==> src/sv/mrct_pkg.sv <==
// ----------------------------------------------------------------------------
// mrct_pkg
// Shared constants, codes and types of the mixed-radix contingency table.
// ----------------------------------------------------------------------------
`default_nettype none

package mrct_pkg;

   // default parameter values
   localparam int DEF_TABLE_DEPTH = 4096;
   localparam int DEF_MAX_COLUMNS = 4;
   localparam int DEF_COUNT_BITS  = 32;

   // fixed field widths
   localparam int CODE_COLUMNS   = 4;
   localparam int CODE_BITS      = 9;
   localparam int LEVEL_BITS     = 9;
   localparam int NCOL_BITS      = 3;
   localparam int OUT_INDEX_BITS = 12;
   localparam int OUT_COUNT_BITS = 32;
   localparam int REQ_DATA_BITS  = 48;
   localparam int REQ_USER_BITS  = 2;
   localparam int RSP_DATA_BITS  = 48;
   localparam int RSP_USER_BITS  = 2;
   localparam int CSR_INDEX_BITS = 3;
   localparam int CSR_DATA_BITS  = 9;
   localparam int QUEUE_DEPTH    = 2;

   // request modes
   localparam logic [1:0] MODE_COUNT      = 2'd0;
   localparam logic [1:0] MODE_READ       = 2'd1;
   localparam logic [1:0] MODE_READ_CLEAR = 2'd2;

   // response status codes
   localparam logic [1:0] ST_OK        = 2'd0;
   localparam logic [1:0] ST_BAD_CODE  = 2'd1;
   localparam logic [1:0] ST_TOO_LARGE = 2'd2;
   localparam logic [1:0] ST_BAD_INDEX = 2'd3;

   // register indexes
   localparam logic [CSR_INDEX_BITS-1:0] CSR_COLUMNS_USED  = 3'd0;
   localparam logic [CSR_INDEX_BITS-1:0] CSR_LEVELS_FIRST  = 3'd1;
   localparam logic [CSR_INDEX_BITS-1:0] CSR_LEVELS_SECOND = 3'd2;
   localparam logic [CSR_INDEX_BITS-1:0] CSR_LEVELS_THIRD  = 3'd3;
   localparam logic [CSR_INDEX_BITS-1:0] CSR_LEVELS_FOURTH = 3'd4;

   // operation carried out by the back end
   typedef enum logic [1:0] {
      OP_COUNT,
      OP_READ,
      OP_CLEAR,
      OP_REPORT
   } op_type;

   // command passed from front end to back end
   typedef struct packed {
      op_type                    op;
      logic [1:0]                status;
      logic [OUT_INDEX_BITS-1:0] rsp_index;
   } cmd_type;

   typedef enum logic [1:0] {
      FE_IDLE,
      FE_CALC,
      FE_PUSH
   } front_state_type;

   typedef enum logic [1:0] {
      BE_CLEAR,
      BE_IDLE,
      BE_EXEC
   } back_state_type;

endpackage

`default_nettype wire

==> src/sv/mrct_queue.sv <==
// ----------------------------------------------------------------------------
// mrct_queue
// Short first-word-fall-through queue between front end and back end.
// ----------------------------------------------------------------------------
`default_nettype none

module mrct_queue #(
   parameter int WIDTH = 8,
   parameter int DEPTH = mrct_pkg::QUEUE_DEPTH
) (
   input  wire              clock,
   input  wire              reset,
   input  wire              push,
   input  wire  [WIDTH-1:0] push_data,
   output logic             full,
   input  wire              pop,
   output logic             head_valid,
   output logic [WIDTH-1:0] head_data
);
   import mrct_pkg::*;

   localparam int PTR_BITS = (DEPTH > 1) ? $clog2(DEPTH) : 1;
   localparam int CNT_BITS = $clog2(DEPTH + 1);
   localparam logic [PTR_BITS-1:0] PTR_LAST = PTR_BITS'(DEPTH - 1);

   logic [WIDTH-1:0]    entry_ff [DEPTH];
   logic [PTR_BITS-1:0] wr_ptr_ff, rd_ptr_ff;
   logic [CNT_BITS-1:0] count_ff;
   logic                do_push, do_pop;

   assign full       = (count_ff == CNT_BITS'(DEPTH));
   assign head_valid = (count_ff != '0);
   assign head_data  = entry_ff[rd_ptr_ff];
   assign do_push    = push && !full;
   assign do_pop     = pop && head_valid;

   // pointers and fill level
   always_ff @(posedge clock) begin
      if (reset) begin
         wr_ptr_ff <= '0;
         rd_ptr_ff <= '0;
         count_ff  <= '0;
      end else begin
         if (do_push) begin
            wr_ptr_ff <= (wr_ptr_ff == PTR_LAST) ? '0 : wr_ptr_ff + PTR_BITS'(1);
         end
         if (do_pop) begin
            rd_ptr_ff <= (rd_ptr_ff == PTR_LAST) ? '0 : rd_ptr_ff + PTR_BITS'(1);
         end
         case ({do_push, do_pop})
            2'b10:   count_ff <= count_ff + CNT_BITS'(1);
            2'b01:   count_ff <= count_ff - CNT_BITS'(1);
            default: ;
         endcase
      end
   end

   // storage
   always_ff @(posedge clock) begin
      if (do_push) begin
         entry_ff[wr_ptr_ff] <= push_data;
      end
   end

endmodule

`default_nettype wire

==> config.mk <==
export PLATFORM = sky130hd
export DESIGN_NAME = mrct_queue
export DESIGN_NICKNAME = d
export VERILOG_FILES = /design/src/sv/mrct_pkg.sv /design/src/sv/mrct_queue.sv
export SDC_FILE = /design/constraint.sdc
export NUM_CORES = 1
export LEC_CHECK = 0
export BUFFER_PORTS_ARGS = -buffer_cell sky130_fd_sc_hd__buf_4
export CORE_MARGIN = 1.5
export CORE_UTILIZATION = 44
export DETAILED_ROUTE_END_ITERATION = 10
export PLACE_DENSITY = 0.72
export SETUP_SLACK_MARGIN = 0.15
export SYNTH_ARGS = -nofsm -noshare
export SYNTH_HDL_FRONTEND = slang
export SYNTH_SLANG_ARGS = --single-unit
==> constraint.sdc <==
create_clock -name clock -period 1.39 [get_ports clock]
set_input_delay 0.278 -clock clock [delete_from_list [all_inputs] [get_ports clock]]
set_output_delay 0.278 -clock clock [all_outputs]
set_load 0.1 [all_outputs]
Word-level counts from Yosys, hierarchy flattened

Memories as Yosys holds them, arrays and structs flattened. A register that Yosys moved wholly into a read port is not among the register bits.
Cells that the tools add are included.

Multiply operators: 0
Shifts and indexed selects: 0
Bitwise logic cells: 0
Reduce and logical (&&, ||, !) cells: 5
Div/mod/pow operators: 0
Mux-type cells: 7
Equality and inequality tests: 3
$add $sub $neg: 4
$lt $le $gt $ge: 0

Operator list:

| operator                                                              | count |
|---|---|
| 1-bit two-way mux                                                     | 6 |
| 2-bit equality test, second input constant                            | 2 |
| 2-bit case mux with 2 select lines                                    | 1 |
| 2-bit nonzero test                                                    | 2 |
| 1-bit adder, second input constant                                    | 2 |
| 2-bit by 1-bit adder with 2-bit output, second input constant         | 1 |
| 2-bit by 1-bit equality test with 1-bit output, second input constant | 1 |
| 1-bit logical AND                                                     | 2 |
| 2-bit by 1-bit subtractor with 2-bit output, second input constant    | 1 |
| 1-bit logical NOT                                                     | 1 |

Bits in read-only memories: 0
Memory bits (writable): 16
Register bits: 4
Bits of input ports: 12
Output and inout bits: 10
Memories: 1
Bits in latches: 0

Memories:

| name     | depth | bits a word | read ports | clocked after memory_dff | write ports | line             | source |
|---|---|---|---|---|---|---|---|
| entry_ff | 2     | 8           | 1          | 1                        | 1           | mrct_queue.sv:26 | `logic [WIDTH-1:0] entry_ff [DEPTH];` |

Longest topological paths before layout

Depth in word-level cells: 5
Gate-level depth with buffers: 6
Mapped depth without buffers: 6

Worst setup path before layout

OpenSTA, ideal clock, no wires.

Kind: register -> register
Start: register count_ff[0]
End: memory entry_ff[0][0] (enable)
Slack: -0.235 ns
Period minus slack after synthesis: 1.625 ns
Setup time: 0.324 ns
Arrival time: 1.300 ns
Stages on the path, launching flop included: 5
Path buffers: 0
Cells stage by stage: dfxtp_1 nand2b_2 inv_2 or3_1 inv_1

Word-level cells in the longest chain between the ends: 5

RTL lines:

| item                                    | line             | source |
|---|---|---|
| start, declared                         | mrct_queue.sv:28 | `logic [CNT_BITS-1:0] count_ff;` |
| start signal, assigned                  | mrct_queue.sv:51 | `2'b10: count_ff <= count_ff + CNT_BITS'(1);` |
| start signal, assigned                  | mrct_queue.sv:52 | `2'b01: count_ff <= count_ff - CNT_BITS'(1);` |
| 2-bit equality test                     | mrct_queue.sv:31 | `assign full = (count_ff == CNT_BITS'(DEPTH));` |
| named net full                          | mrct_queue.sv:15 | `output logic full,` |
| 1-bit logical NOT                       | mrct_queue.sv:34 | `assign do_push = push && !full;` |
| 1-bit logical AND                       | mrct_queue.sv:34 |  |
| 1-bit two-way mux                       | mrct_queue.sv:60 | `if (do_push) begin` |
| 1-bit two-way mux (not written as such) | mrct_queue.sv:61 | `entry_ff[wr_ptr_ff] <= push_data;` |
| end, declared                           | mrct_queue.sv:26 |  |

The timed path passes the listed nets, and every way through them passes these cells.

==> results.sh <==
export IMPL_antenna_diode_count=0
export IMPL_route_detailed_wl_per_inst_um=13.1
export IMPL_worst_reg2reg_startpoint="count_ff[0]"
export IMPL_seqCellArea_um2=589
export IMPL_drv_max_cap_violation_count=0
export IMPL_design_die_area_um2=2080
export IMPL_cts_made_buffers=3
export IMPL_endpoint="head_data[2]"
export IMPL_design_portCount=22
export IMPL_setup_reg_to_reg_worst_slack_ns=-0.04
export IMPL_post_route_period_util_pct=110
export IMPL_synthesis_nets=64
export IMPL_synth_cell_area_um2=801
export IMPL_number_of_flip_flops_and_latches_in_the_synthesized_netlist=21
export IMPL_multi_input_comb_area_um2=278
export IMPL_final_common_cell="edfxtp_1"
export IMPL_reg2reg_to="entry_ff[0][2]"
export IMPL_cts_tree="yes"
export IMPL_syn2layout_area_growth_pct=65.5
export IMPL_timing_final_crit_period_ns=1.53
export IMPL_cts_max_level=1
export IMPL_number_of_violations_reported_at_the_end_of_detailed_routing_iteration_0=1
export IMPL_vias_in_the_first_global_route=510
export IMPL_slew_limit_headroom_pct=89.9
export IMPL_fmaxAchievable_mhz=654
export IMPL_final_layout_size_suffix_gt1_share_pct=61.7
export IMPL_post_place_cells=100
export IMPL_clkTransAtPathRegs_ns=0.10
export IMPL_global_route_usage_total_pct=14.9
export IMPL_hold_viol=0
export IMPL_drc=0
export IMPL_drt_first_pass_iters=2
export IMPL_die_boundary_height_um=45.7
export IMPL_io_buffer_count=21
export IMPL_worstRegToRegCells=5
export IMPL_grt_remaining_overflow=0
export IMPL_clock_root_buffer="clkbuf_4"
export IMPL_clk_path_buf_depth=2
export IMPL_failed_checks="negative setup slack"
export IMPL_rsz0062_at_grt="true"
export IMPL_ys_seq_area_share_pct=72.5
export IMPL_grt_pass1_wl_um=2100
export IMPL_final_net_count=95
export IMPL_grt_antenna_before_repair=0
export IMPL_fillers=115
export IMPL_synth_largest_area_cell="edfxtp_1"
export IMPL_floorplan_initialDensity_pct=46.4
export IMPL_cp_max_fo=8
export IMPL_maxSlewViolCount=0
export IMPL_run_status="finished, violations left"
export IMPL_ant_nets=0
export IMPL_layout_setup_ws_ns=-0.138
export IMPL_route_final_wire_length_um=1390
export IMPL_grt_start_max_net_pins=12
export IMPL_final_setup_skew_ns=0.00239
export IMPL_timing_critical_path_from_type="flop"
export IMPL_synth_cell_types=18
export IMPL_floorplan_die_width_um=45.7
export IMPL_cts_num_sinks=21
export IMPL_postSynthAreaPerCell_um2=15.7
export IMPL_worstSkewPairLatency_ns=0.28
export IMPL_post_route_util_pct=76.7
export IMPL_synth_top_cell_area_share_pct=60.0
export IMPL_drt_vias_per_instance=4.75
export IMPL_worstSetupPathType="reg2out"
export IMPL_vias=503
export IMPL_most_common_layout_cells="16 x edfxtp_1, 13 x buf_4, 13 x buf_12, 8 x mux2_4"
export IMPL_placementRows=15
export IMPL_final_cell_count_no_fill=106
export IMPL_setup_violations_final=19
export IMPL_netlist_top_cells_area="edfxtp_1 60%, dfxtp_1 13%, mux2_2 11%"
export IMPL_worst_slew_pin_transition_ns=0.151
export IMPL_finalSetupTns_ns=-1.48
export IMPL_worstPathArrival_ns=1.25
export IMPL_worst_hold_path_type="in2reg"
export IMPL_core_area_um2=1730
export IMPL_end_kind="primary output"
export IMPL_gp_congestion=0.700
export IMPL_synthesis_yosys_warnings=0
export IMPL_required_ns=1.11
export IMPL_syn_inst=51
==> critical path, stage by stage (launching register included) <==
cell and delay [ns]:
dfxtp_2 0.35, buf_12 0.13, mux2_4 0.32, buf_12 0.17
==> synthesized netlist by cell type <==
cell type and count:
xor2_1 1, nand2_1 1, and3_1 1, ha_1 1, edfxtp_1 16, clkbuf_1 1, dfxtp_1 5, o21a_1 1
nand2b_2 1, xnor2_1 2, o21ai_0 2, or3_1 2, inv_2 1, nor2_1 3, inv_1 2, or2_2 1
a21oi_1 2, mux2_2 8
==> sequential cells by signal (all words and copies together) (netlist names), named ones only <==
signal and cells:
entry_ff 16, rd_ptr_ff 1, wr_ptr_ff 1, count_ff 2
==> worst min path at each step <==
stage,start,to,depth (start not counted)
final,reset,flop,2
after floorplan,reset,count_ff[0],1
after global placement,push_data[3],entry_ff[0][3],1
after CTS,push_data[3],entry_ff[1][3],1
after global routing,push_data[0],entry_ff[0][0],1
after detailed placement,push_data[1],entry_ff[0][1],1
==> logic make-up after synthesis <==
logic type	after synthesis	share of synthesized area (%)
DFF	21	72.5
AOI/OAI and AO/OA	5	3.44
muxes	8	11.3
adders and majority gates	1	1.56
and+or+nand+nor	9	6.09
xor gates and xnor gates	3	3.28
buffers and inverters	4	1.87
==> metrics by stage <==
step                      hold slack [ns]  cell area, um^2  worst slack (ns)
after global placement              0.463             1100            0.0231
after detailed placement            0.466             1100           -0.0392
after global routing                0.154             1330            -0.182
final                               0.176             1330            -0.138
after CTS                           0.174             1300            -0.144
after floorplan                     0.343              861            0.0329
==> metal layers <==
metal / vias up / GRT usage (%) / part of all wire (%)
met3: 2 / 4.37 / 4.7
met4: 0 / 5.29 / 1.5
li1: 242 / - / -
met2: 15 / 29.0 / 55
met1: 244 / 14.4 / 39
met5: - / 0 / 0
==> final cells by class <==
type                            count  area share (%)
Clock buffer                        4            1.98
Sequential cell                    21            44.5
Multi-Input combinational cell     26            21.0
Inverter                            3            2.36
Tap cell                           25            2.36
Timing Repair Buffer               27            27.9
==> repair_timing <==
item | CTS | global route
resized for setup | 38 | 4
endpoints found under the hold margin | 0 | 0
hold buffers | 0 | 0
endpoints found under the setup margin | 20 | 21
pin swaps | 3 | 1
buffers inserted | 2 | 0
cloned | 0 | 0
Power is not shown: default switching activity piles up to over one toggle a cycle in this logic, so the estimate is an artifact.
