File: config.mk
export PLATFORM = sky130hd
export DESIGN_NAME = mrct_front
export DESIGN_NICKNAME = d
export VERILOG_FILES = /design/src/sv/mrct_pkg.sv /design/src/sv/mrct_front.sv
export SDC_FILE = /design/constraint.sdc
export NUM_CORES = 1
export LEC_CHECK = 0
export BUFFER_PORTS_ARGS = -buffer_cell sky130_fd_sc_hd__buf_4
export CAP_MARGIN = 20
export CORE_MARGIN = 3
export CORE_UTILIZATION = 60
export DETAILED_ROUTE_END_ITERATION = 8
export HOLD_SLACK_MARGIN = 0.15
export PLACE_DENSITY = 0.8
export REMOVE_ABC_BUFFERS = 1
export SLEW_MARGIN = 20
export SYNTH_ARGS = -nofsm -noshare
export SYNTH_HDL_FRONTEND = slang
export SYNTH_SLANG_ARGS = --single-unit
export TNS_END_PERCENT = 1
File: constraint.sdc
create_clock -name clock -period 11.3 [get_ports clock]
set_input_delay 0.565 -clock clock [delete_from_list [all_inputs] [get_ports clock]]
set_output_delay 0.565 -clock clock [all_outputs]
set_load 0.02 [all_outputs]
File: src/sv/mrct_pkg.sv
// ----------------------------------------------------------------------------
// mrct_pkg
// Shared constants, codes and types of the mixed-radix contingency table.
// ----------------------------------------------------------------------------
`default_nettype none

package mrct_pkg;

   // default parameter values
   localparam int DEF_TABLE_DEPTH = 4096;
   localparam int DEF_MAX_COLUMNS = 4;
   localparam int DEF_COUNT_BITS  = 32;

   // fixed field widths
   localparam int CODE_COLUMNS   = 4;
   localparam int CODE_BITS      = 9;
   localparam int LEVEL_BITS     = 9;
   localparam int NCOL_BITS      = 3;
   localparam int OUT_INDEX_BITS = 12;
   localparam int OUT_COUNT_BITS = 32;
   localparam int REQ_DATA_BITS  = 48;
   localparam int REQ_USER_BITS  = 2;
   localparam int RSP_DATA_BITS  = 48;
   localparam int RSP_USER_BITS  = 2;
   localparam int CSR_INDEX_BITS = 3;
   localparam int CSR_DATA_BITS  = 9;
   localparam int QUEUE_DEPTH    = 2;

   // request modes
   localparam logic [1:0] MODE_COUNT      = 2'd0;
   localparam logic [1:0] MODE_READ       = 2'd1;
   localparam logic [1:0] MODE_READ_CLEAR = 2'd2;

   // response status codes
   localparam logic [1:0] ST_OK        = 2'd0;
   localparam logic [1:0] ST_BAD_CODE  = 2'd1;
   localparam logic [1:0] ST_TOO_LARGE = 2'd2;
   localparam logic [1:0] ST_BAD_INDEX = 2'd3;

   // register indexes
   localparam logic [CSR_INDEX_BITS-1:0] CSR_COLUMNS_USED  = 3'd0;
   localparam logic [CSR_INDEX_BITS-1:0] CSR_LEVELS_FIRST  = 3'd1;
   localparam logic [CSR_INDEX_BITS-1:0] CSR_LEVELS_SECOND = 3'd2;
   localparam logic [CSR_INDEX_BITS-1:0] CSR_LEVELS_THIRD  = 3'd3;
   localparam logic [CSR_INDEX_BITS-1:0] CSR_LEVELS_FOURTH = 3'd4;

   // operation carried out by the back end
   typedef enum logic [1:0] {
      OP_COUNT,
      OP_READ,
      OP_CLEAR,
      OP_REPORT
   } op_type;

   // command passed from front end to back end
   typedef struct packed {
      op_type                    op;
      logic [1:0]                status;
      logic [OUT_INDEX_BITS-1:0] rsp_index;
   } cmd_type;

   typedef enum logic [1:0] {
      FE_IDLE,
      FE_CALC,
      FE_PUSH
   } front_state_type;

   typedef enum logic [1:0] {
      BE_CLEAR,
      BE_IDLE,
      BE_EXEC
   } back_state_type;

endpackage

`default_nettype wire

File: src/sv/mrct_front.sv
// ----------------------------------------------------------------------------
// mrct_front
// Accepts requests, holds the configuration and forms the bin index one
// column per cycle, then queues a command for the back end.
// ----------------------------------------------------------------------------
`default_nettype none

module mrct_front #(
   parameter int TABLE_DEPTH = mrct_pkg::DEF_TABLE_DEPTH,
   parameter int MAX_COLUMNS = mrct_pkg::DEF_MAX_COLUMNS,
   parameter int ADDR_BITS   = $clog2(mrct_pkg::DEF_TABLE_DEPTH)
) (
   input  wire                                 clock,
   input  wire                                 reset,
   // request channel
   input  wire                                 req_tvalid,
   output logic                                req_tready,
   input  wire  [mrct_pkg::REQ_DATA_BITS-1:0]  req_tdata,
   input  wire  [mrct_pkg::REQ_USER_BITS-1:0]  req_tuser,
   // configuration channel
   input  wire                                 csr_valid,
   output logic                                csr_ready,
   input  wire  [mrct_pkg::CSR_INDEX_BITS-1:0] csr_index,
   input  wire  [mrct_pkg::CSR_DATA_BITS-1:0]  csr_data,
   // back end status and queue
   input  wire                                 clear_busy,
   input  wire                                 queue_full,
   output logic                                push,
   output mrct_pkg::cmd_type                   push_cmd,
   output logic [ADDR_BITS-1:0]                push_addr
);
   import mrct_pkg::*;

   localparam int COL_LIMIT = (MAX_COLUMNS < CODE_COLUMNS) ? MAX_COLUMNS : CODE_COLUMNS;
   localparam int SIZE_BITS = $clog2(TABLE_DEPTH + 2);
   localparam int PROD_BITS = SIZE_BITS + LEVEL_BITS;
   localparam int SUM_BITS  = PROD_BITS + 1;
   localparam logic [SIZE_BITS-1:0] SIZE_CLAMP = SIZE_BITS'(TABLE_DEPTH + 1);
   localparam logic [SIZE_BITS-1:0] SIZE_DEPTH = SIZE_BITS'(TABLE_DEPTH);
   localparam logic [PROD_BITS-1:0] PROD_DEPTH = PROD_BITS'(TABLE_DEPTH);
   localparam logic [SUM_BITS-1:0]  SUM_DEPTH  = SUM_BITS'(TABLE_DEPTH);

   // request fields
   logic [OUT_INDEX_BITS-1:0] read_index;
   assign read_index = req_tdata[47:36];

   // configuration registers
   logic [NCOL_BITS-1:0]  cols_used_ff;
   logic [LEVEL_BITS-1:0] levels_ff [CODE_COLUMNS];

   assign csr_ready = 1'b1;

   always_ff @(posedge clock) begin
      if (reset) begin
         cols_used_ff <= NCOL_BITS'(1);
         levels_ff[0] <= LEVEL_BITS'(2);
         levels_ff[1] <= LEVEL_BITS'(1);
         levels_ff[2] <= LEVEL_BITS'(1);
         levels_ff[3] <= LEVEL_BITS'(1);
      end else if (csr_valid) begin
         case (csr_index)
            CSR_COLUMNS_USED:  cols_used_ff <= csr_data[NCOL_BITS-1:0];
            CSR_LEVELS_FIRST:  levels_ff[0] <= csr_data;
            CSR_LEVELS_SECOND: levels_ff[1] <= csr_data;
            CSR_LEVELS_THIRD:  levels_ff[2] <= csr_data;
            CSR_LEVELS_FOURTH: levels_ff[3] <= csr_data;
            default: ;
         endcase
      end
   end

   // number of columns in use, clamped to the supported range
   logic [NCOL_BITS-1:0] ncol_clamped;
   always_comb begin
      if (cols_used_ff == '0) begin
         ncol_clamped = NCOL_BITS'(1);
      end else if (cols_used_ff > NCOL_BITS'(COL_LIMIT)) begin
         ncol_clamped = NCOL_BITS'(COL_LIMIT);
      end else begin
         ncol_clamped = cols_used_ff;
      end
   end

   // index build registers
   front_state_type       state_ff, state_in;
   logic [1:0]            col_ff, col_in;
   logic [NCOL_BITS-1:0]  ncol_ff, ncol_in;
   logic [SIZE_BITS-1:0]  size_ff, size_in;
   logic [ADDR_BITS-1:0]  idx_ff, idx_in;
   logic                  bad_ff, bad_in;
   logic                  over_ff, over_in;
   logic [CODE_BITS-1:0]  codes_ff [CODE_COLUMNS];
   logic                  load_codes;

   // one radix digit per cycle
   logic [CODE_BITS-1:0]  code_sel;
   logic [LEVEL_BITS-1:0] lv_sel;
   logic                  code_ok;
   logic [CODE_BITS-1:0]  digit;
   logic [PROD_BITS-1:0]  term;
   logic [PROD_BITS-1:0]  prod;
   logic [SUM_BITS-1:0]   sum;

   assign code_sel = codes_ff[col_ff];
   assign lv_sel   = levels_ff[col_ff];
   assign code_ok  = (code_sel != '0) && (code_sel <= lv_sel);
   assign digit    = code_sel - CODE_BITS'(1);
   assign term     = PROD_BITS'(digit) * PROD_BITS'(size_ff);
   assign prod     = PROD_BITS'(size_ff) * PROD_BITS'(lv_sel);
   assign sum      = SUM_BITS'(idx_ff) + SUM_BITS'(term);

   always_comb begin
      state_in   = state_ff;
      col_in     = col_ff;
      ncol_in    = ncol_ff;
      size_in    = size_ff;
      idx_in     = idx_ff;
      bad_in     = bad_ff;
      over_in    = over_ff;
      load_codes = 1'b0;
      req_tready = 1'b0;
      push       = 1'b0;
      push_cmd   = '{op: OP_REPORT, status: ST_OK, rsp_index: '0};
      push_addr  = '0;

      case (state_ff)
         FE_IDLE: begin
            req_tready = !clear_busy && !queue_full;
            if (req_tvalid && req_tready) begin
               case (req_tuser)
                  MODE_COUNT: begin
                     load_codes = 1'b1;
                     col_in     = '0;
                     ncol_in    = ncol_clamped;
                     size_in    = SIZE_BITS'(1);
                     idx_in     = '0;
                     bad_in     = 1'b0;
                     over_in    = 1'b0;
                     state_in   = FE_CALC;
                  end
                  default: begin
                     push = 1'b1;
                     push_cmd.rsp_index = read_index;
                     if (int'(read_index) >= TABLE_DEPTH) begin
                        push_cmd.op     = OP_REPORT;
                        push_cmd.status = ST_BAD_INDEX;
                     end else begin
                        push_cmd.op = (req_tuser == MODE_READ_CLEAR) ? OP_CLEAR : OP_READ;
                        push_addr   = ADDR_BITS'(read_index);
                     end
                  end
               endcase
            end
         end

         FE_CALC: begin
            // size saturates just above the depth; a zero level still zeroes it
            size_in = (prod > PROD_DEPTH) ? SIZE_CLAMP : prod[SIZE_BITS-1:0];
            if (!code_ok) begin
               bad_in = 1'b1;
            end else if (sum >= SUM_DEPTH) begin
               over_in = 1'b1;
            end else begin
               idx_in = sum[ADDR_BITS-1:0];
            end
            if ({1'b0, col_ff} == ncol_ff - NCOL_BITS'(1)) begin
               state_in = FE_PUSH;
            end else begin
               col_in = col_ff + 2'd1;
            end
         end

         FE_PUSH: begin
            if (!queue_full) begin
               push     = 1'b1;
               state_in = FE_IDLE;
               if (size_ff > SIZE_DEPTH) begin
                  push_cmd.status = ST_TOO_LARGE;
               end else if (bad_ff || over_ff) begin
                  push_cmd.status = ST_BAD_CODE;
               end else begin
                  push_cmd.op        = OP_COUNT;
                  push_cmd.rsp_index = OUT_INDEX_BITS'(idx_ff);
                  push_addr          = idx_ff;
               end
            end
         end

         default: state_in = FE_IDLE;
      endcase
   end

   // control registers
   always_ff @(posedge clock) begin
      if (reset) begin
         state_ff <= FE_IDLE;
      end else begin
         state_ff <= state_in;
      end
   end

   // datapath registers
   always_ff @(posedge clock) begin
      col_ff  <= col_in;
      ncol_ff <= ncol_in;
      size_ff <= size_in;
      idx_ff  <= idx_in;
      bad_ff  <= bad_in;
      over_ff <= over_in;
      if (load_codes) begin
         codes_ff[0] <= req_tdata[8:0];
         codes_ff[1] <= req_tdata[17:9];
         codes_ff[2] <= req_tdata[26:18];
         codes_ff[3] <= req_tdata[35:27];
      end
   end

endmodule

`default_nettype wire

Word level (Yosys, flattened, before mapping):

Memories as Yosys holds them, arrays and structs flattened. A register that Yosys moved wholly into a read port is not among the register bits.
Index checks and enable logic that the tools add are counted.

* bits in latches: 0
* register bits after elaboration: 37
* bits in read-only memories: 0
* memories: 2
* bits in writable memories: 72

Memory list
* codes_ff: depth 4, width 9, read ports 1, clocked after memory_dff 1, wr ports 4, RTL line mrct_front.sv:92 `logic [CODE_BITS-1:0] codes_ff [CODE_COLUMNS];`
* levels_ff: depth 4, width 9, read ports 1, clocked after memory_dff 1, wr ports 4, RTL line mrct_front.sv:49 `logic [LEVEL_BITS-1:0] levels_ff [CODE_COLUMNS];`

* shift-type cells: 0
* multiplexer cells: 77
* div/mod/pow operators: 0
* eq/ne operators: 17
* reduce and logical (&&, ||, !) cells: 21
* add/subtract/negate cells: 4
* bitwise logic cells: 4
* $lt $le $gt $ge: 5
* multipliers: 2

Operators by type and width (count)
* 12-bit 2-to-1 mux: 9
* 12-bit case mux with 2 select lines: 3
* 13-bit 2-to-1 mux: 3
* 9-bit 2-to-1 mux: 4
* 1-bit 2-to-1 mux: 33
* 2-bit 2-to-1 mux: 16
* 13-bit case mux with 2 select lines: 1
* 12-bit by 22-bit adder with 23-bit output: 1
* 23-bit by 13-bit greater-or-equal comparator with 1-bit output (second input constant): 1
* 22-bit by 13-bit > comparator with 1-bit output (second input constant): 1
* 13-bit by 9-bit multiplier with 22-bit output: 1
* 9-bit by 13-bit multiplier with 22-bit output: 1
* 16-bit 2-to-1 mux: 1
* 2-bit != test (second input constant): 8
* 13-bit > comparator (second input constant): 1
* 4-bit AND reduction: 3
* 5-bit AND reduction: 2
* 9-bit <= comparator: 1
* 9-bit nonzero test: 1
* 9-bit by 1-bit subtractor with 9-bit output (second input constant): 1
* 2-bit case mux with 2 select lines: 2
* 3-bit by 2-bit equality test with 1-bit output (second input constant): 2
* 3-bit zero test: 2
* 1-bit case mux with 2 select lines: 3
* other kinds (20): 29

Depth between registers and ports, before layout:

* depth in word-level cells: 7
* mapped depth: 32

Worst setup path after synthesis:

OpenSTA, ideal clock, no wires.

* path kind: reg2reg
* start: register (tool-made name)
* end: register idx_ff[0], enable pin
* path slack: 3.371 ns
* stages on the path, launching flop included: 29
* path buffers: 4
* data required time: 10.915 ns
* data arrival time: 7.545 ns
* cells stage by stage: dfxtp_1 -> buf_2 -> mux2_2 -> o21ai_1 -> clkbuf_1 -> ha_1 -> xor2_1 -> clkbuf_1 -> nand2_1 -> fa_1 -> inv_1 -> fa_1 -> inv_1 -> fa_1 -> inv_1 -> fa_1 -> inv_1 -> fa_1 -> inv_1 -> ha_1 -> clkbuf_1 -> a21oi_1 -> o21ai_0 -> a221oi_2 -> nand2_1 -> or3b_2 -> a311oi_1 -> nand4_1 -> a21oi_1

RTL lines
* end signal: assignment: RTL line mrct_front.sv:207 `idx_ff <= idx_in;`
* end: declaration: RTL line mrct_front.sv:89 `logic [ADDR_BITS-1:0] idx_ff, idx_in;`

==> run_results.csv <==
group,metric,value,unit
drt,drt-initial-drc-count,622,
sta,clock_skew,9.147,ps
sta,setup_tns,0,ps
logic_synthesis,yosysMostFrequentCell,"inv_1",
sta,worst_pin_slew,1097,ps
layout,antenna_cells,0,
global_route,grt_pass1_vias,9935,
place,placed_cells,1652,
logic_synthesis,synth_ff_type,"edfxtp_1",
sta,max_freq,113.8,MHz
floorplanning,dieArea,0.02411,mm²
layout,syn_to_final_growth,8.487,%
critical_path,slowest_stage,"dfxtp_1",
cts,ctsResizeCount,0,
critical_path,cp.required,11300,ps
drt,vias,9572,
cts,hold_buffers,0,
logic_synthesis,synth_edf_count,104,
drt,drcViolationCount,0,
job,maxCapViolCount,0,
layout,layout-drive-gt1-share,0.1192,
drt,dr.pass1.iters,6,
logic_synthesis,syn_inst,1341,
cts,cts_tree,"built",
logic_synthesis,async_flop_share,0,
place,place_congestion,0.8968,
sta,finalCritPeriodShare,0.7775,
sta,period_needed,8786,ps
floorplanning,fp-row-count,53,
layout,stdcell_count,1668,
global_route,grt_pass1_wl,48.16,mm
drt,viasPerCell,5.739,
logic_synthesis,ys_warn_count,0,
cts,cts.sinks,111,
critical_path,crit_type,"register to register",
sta,finalSetupViolations,0,
layout,nets,1737,
sta,finalHoldViolations,0,
logic_synthesis,synthTopCellsByCount,"inv_1 (218), fa_1 (165), and2_1 (138), nand2_1 (127), ha_1 (116)",
logic_synthesis,netlist_area,0.01337,mm²
logic_synthesis,synth_area_leaders,"fa_1 (25%), edfxtp_1 (23%), ha_1 (11%), and2_1 (6.5%), inv_1 (6.1%)",
pwr,vdd_ir_drop_max,134.9,µV
floorplanning,die_w,155.3,µm
logic_synthesis,syn_avg_cell_area,9.971,µm²
critical_path,ff2ff_setup_slack,2510,ps
place,placed_area,0.01420,mm²
cts,h-tree-depth,3,
sta,fin_ws,2514,ps
sta,slew_violations,0,
pwr,leakage,6.779,nW
critical_path,cp_max_fo,19,
cts,postCtsSetupRepairBufs,0,
critical_path,cp-end-kind,"register",
cts,cts_root_buf,"clkbuf_16",
global_route,grt-ovfl-total,0,
sta,rsz0062_at_grt,"no",
place,place_hpwl,22.00,mm
floorplanning,initial_core_util,0.6224,
critical_path,start_kind,"register",
status,status,"complete, no violations",
logic_synthesis,synth.distinct_cells,66,
logic_synthesis,yosysSeqAreaShare,0.2440,
critical_path,cp.buffers_inverters,4,
drt,antenna_left,0,
floorplanning,pin_count,99,
critical_path,critPathTopFamily,"adder cells",
floorplanning,die-height,155.3,µm
cts,clock_latency,360,ps
global_route,grt.total_usage,0.2461,
cts,cts_buffer_depth,2,
critical_path,arrival,8780,ps
drt,wire_per_inst,16.98,µm
min_path,min_path_type,"primary input to register",
sta,relSlewSlack,0.2636,
pwr,p_per_area,180.0,mW/mm²
global_route,grt_max_degree,40,
logic_synthesis,ys_ff_latch,111,
place,dpl_worst_slack,2264,ps
drt,routed_wl,28.32,mm
cts,cts.clk_slew.worst_paths,80,ps
cts,cts_made_buffers,9,
critical_path,worst_path_largest_cell_delay,910,ps
layout,final_area,0.01451,mm²
logic_synthesis,synthDominantCellAreaShare,0.2470,
global_route,antenna_found_initial,0,
place,portBuffers,97,
logic_synthesis,synth_area_leader_cell,"fa_1",
floorplanning,coreArea,0.02149,mm²
layout,fillers,1699,
critical_path,path_common_cell,"fa_1",
-- area by class of cell --
| class | count | area (µm²) | area share |
|---|---|---|---|
| clock inverters | 7 | 76.32 | 0.005261 |
| flip-flops and latches | 111 | 3263 | 0.2249 |
| clock buffers | 9 | 225.2 | 0.01553 |
| repair buffers | 108 | 810.8 | 0.05589 |
| well taps | 275 | 344.1 | 0.02372 |
| inverters | 218 | 818.3 | 0.05641 |
| multi-input cells | 940 | 8969 | 0.6183 |
-- worst paths after layout --
| path | startpoint | end | cells after the start |
|---|---|---|---|
| worst max-delay path | register | idx_ff[1]$_SDFFCE_PN0P_ | 26 |
| worst max register to register | register | idx_ff[1]$_SDFFCE_PN0P_ | 26 |
| worst min register to register | cols_used_ff[1]$_SDFFE_PP0P_ | cols_used_ff[1]$_SDFFE_PP0P_ | 2 |
| worst min-delay path | req_tdata[14] | codes_ff[1][5]$_DFFE_PP_ | 1 |
-- layout by cell type (no fill, tap or decap), types with 5 or more instances in the layout --
master	synthesis	final
o21ai_0	23	23
xor2_1	15	15
nand2_1	127	127
buf_4	14	108
xnor2_1	22	22
ha_1	116	116
clkbuf_16	0	9
fa_1	165	165
o21a_1	11	11
nor4_1	10	10
nor2_1	52	52
dfxtp_1	7	7
nor3_2	4	5
nor2b_1	28	28
inv_1	218	218
nand4_1	9	9
a21oi_1	37	36
nor3_1	13	12
mux4_2	17	17
nand2b_1	25	25
a21o_1	14	14
and3_1	6	6
edfxtp_1	104	104
mux2i_1	5	5
o211ai_1	10	10
and2_1	138	138
a22o_1	11	11
nand3_1	12	12
-- worst reg2reg max path, delay by kind of cell, from the launching register on --
kind                     cells  cell delay (ps)
flip-flops                   1              910
XOR/XNOR                     1              790
AND/OR/NAND/NOR              8             1350
buffers and inverters        4              400
adder cells (fa/ha/maj)      7             3050
AO/OA/AOI/OAI                5             1520
multiplexers                 1              420
-- layer usage --
| layer | track usage | wire length [µm] |
|---|---|---|
| met1 | 0.3292 | 11750 |
| met3 | 0.03672 | 1569 |
| met5 | 0 | 0 |
| met4 | 0.05836 | 620 |
| met2 | 0.4278 | 14380 |
-- metrics by stage --
| step | power [mW] | utilization | hold WS, ps |
|---|---|---|---|
| after floorplan | 1.884 | - | 466.0 |
| after global placement | 2.224 | 0.6610 | 496.0 |
| after detailed placement | 2.256 | 0.6610 | 551.2 |
| after CTS | 2.605 | 0.6750 | 372.2 |
| after global routing | 2.865 | 0.6752 | 361.8 |
| final | 2.611 | 0.6752 | 380.7 |
-- flip-flops by register name, summed over array words and instances, names as in the netlist, named ones only --
signal	flops
size_ff	13
idx_ff	12
state_ff	2
col_ff	2
cols_used_ff	3
bad_ff	1
over_ff	1
codes_ff	36
levels_ff	36
ncol_ff	3
-- power breakdown --
part	switching, mW	internal, mW
clock	0.171	0.160
sequential	0.0101	0.462
combinational	1.06	0.746
-- cells by family after synthesis --
kind of cell	after synthesis	share of synthesized area
buf+inv	290	0.08590
compound gates	157	0.08272
mux	25	0.03490
simple gates	439	0.1724
fa+ha+maj	281	0.3556
flops	111	0.2440
xor+xnor	37	0.02423
other cells	1	0.0002804
(Power assumes the default switching activity.)
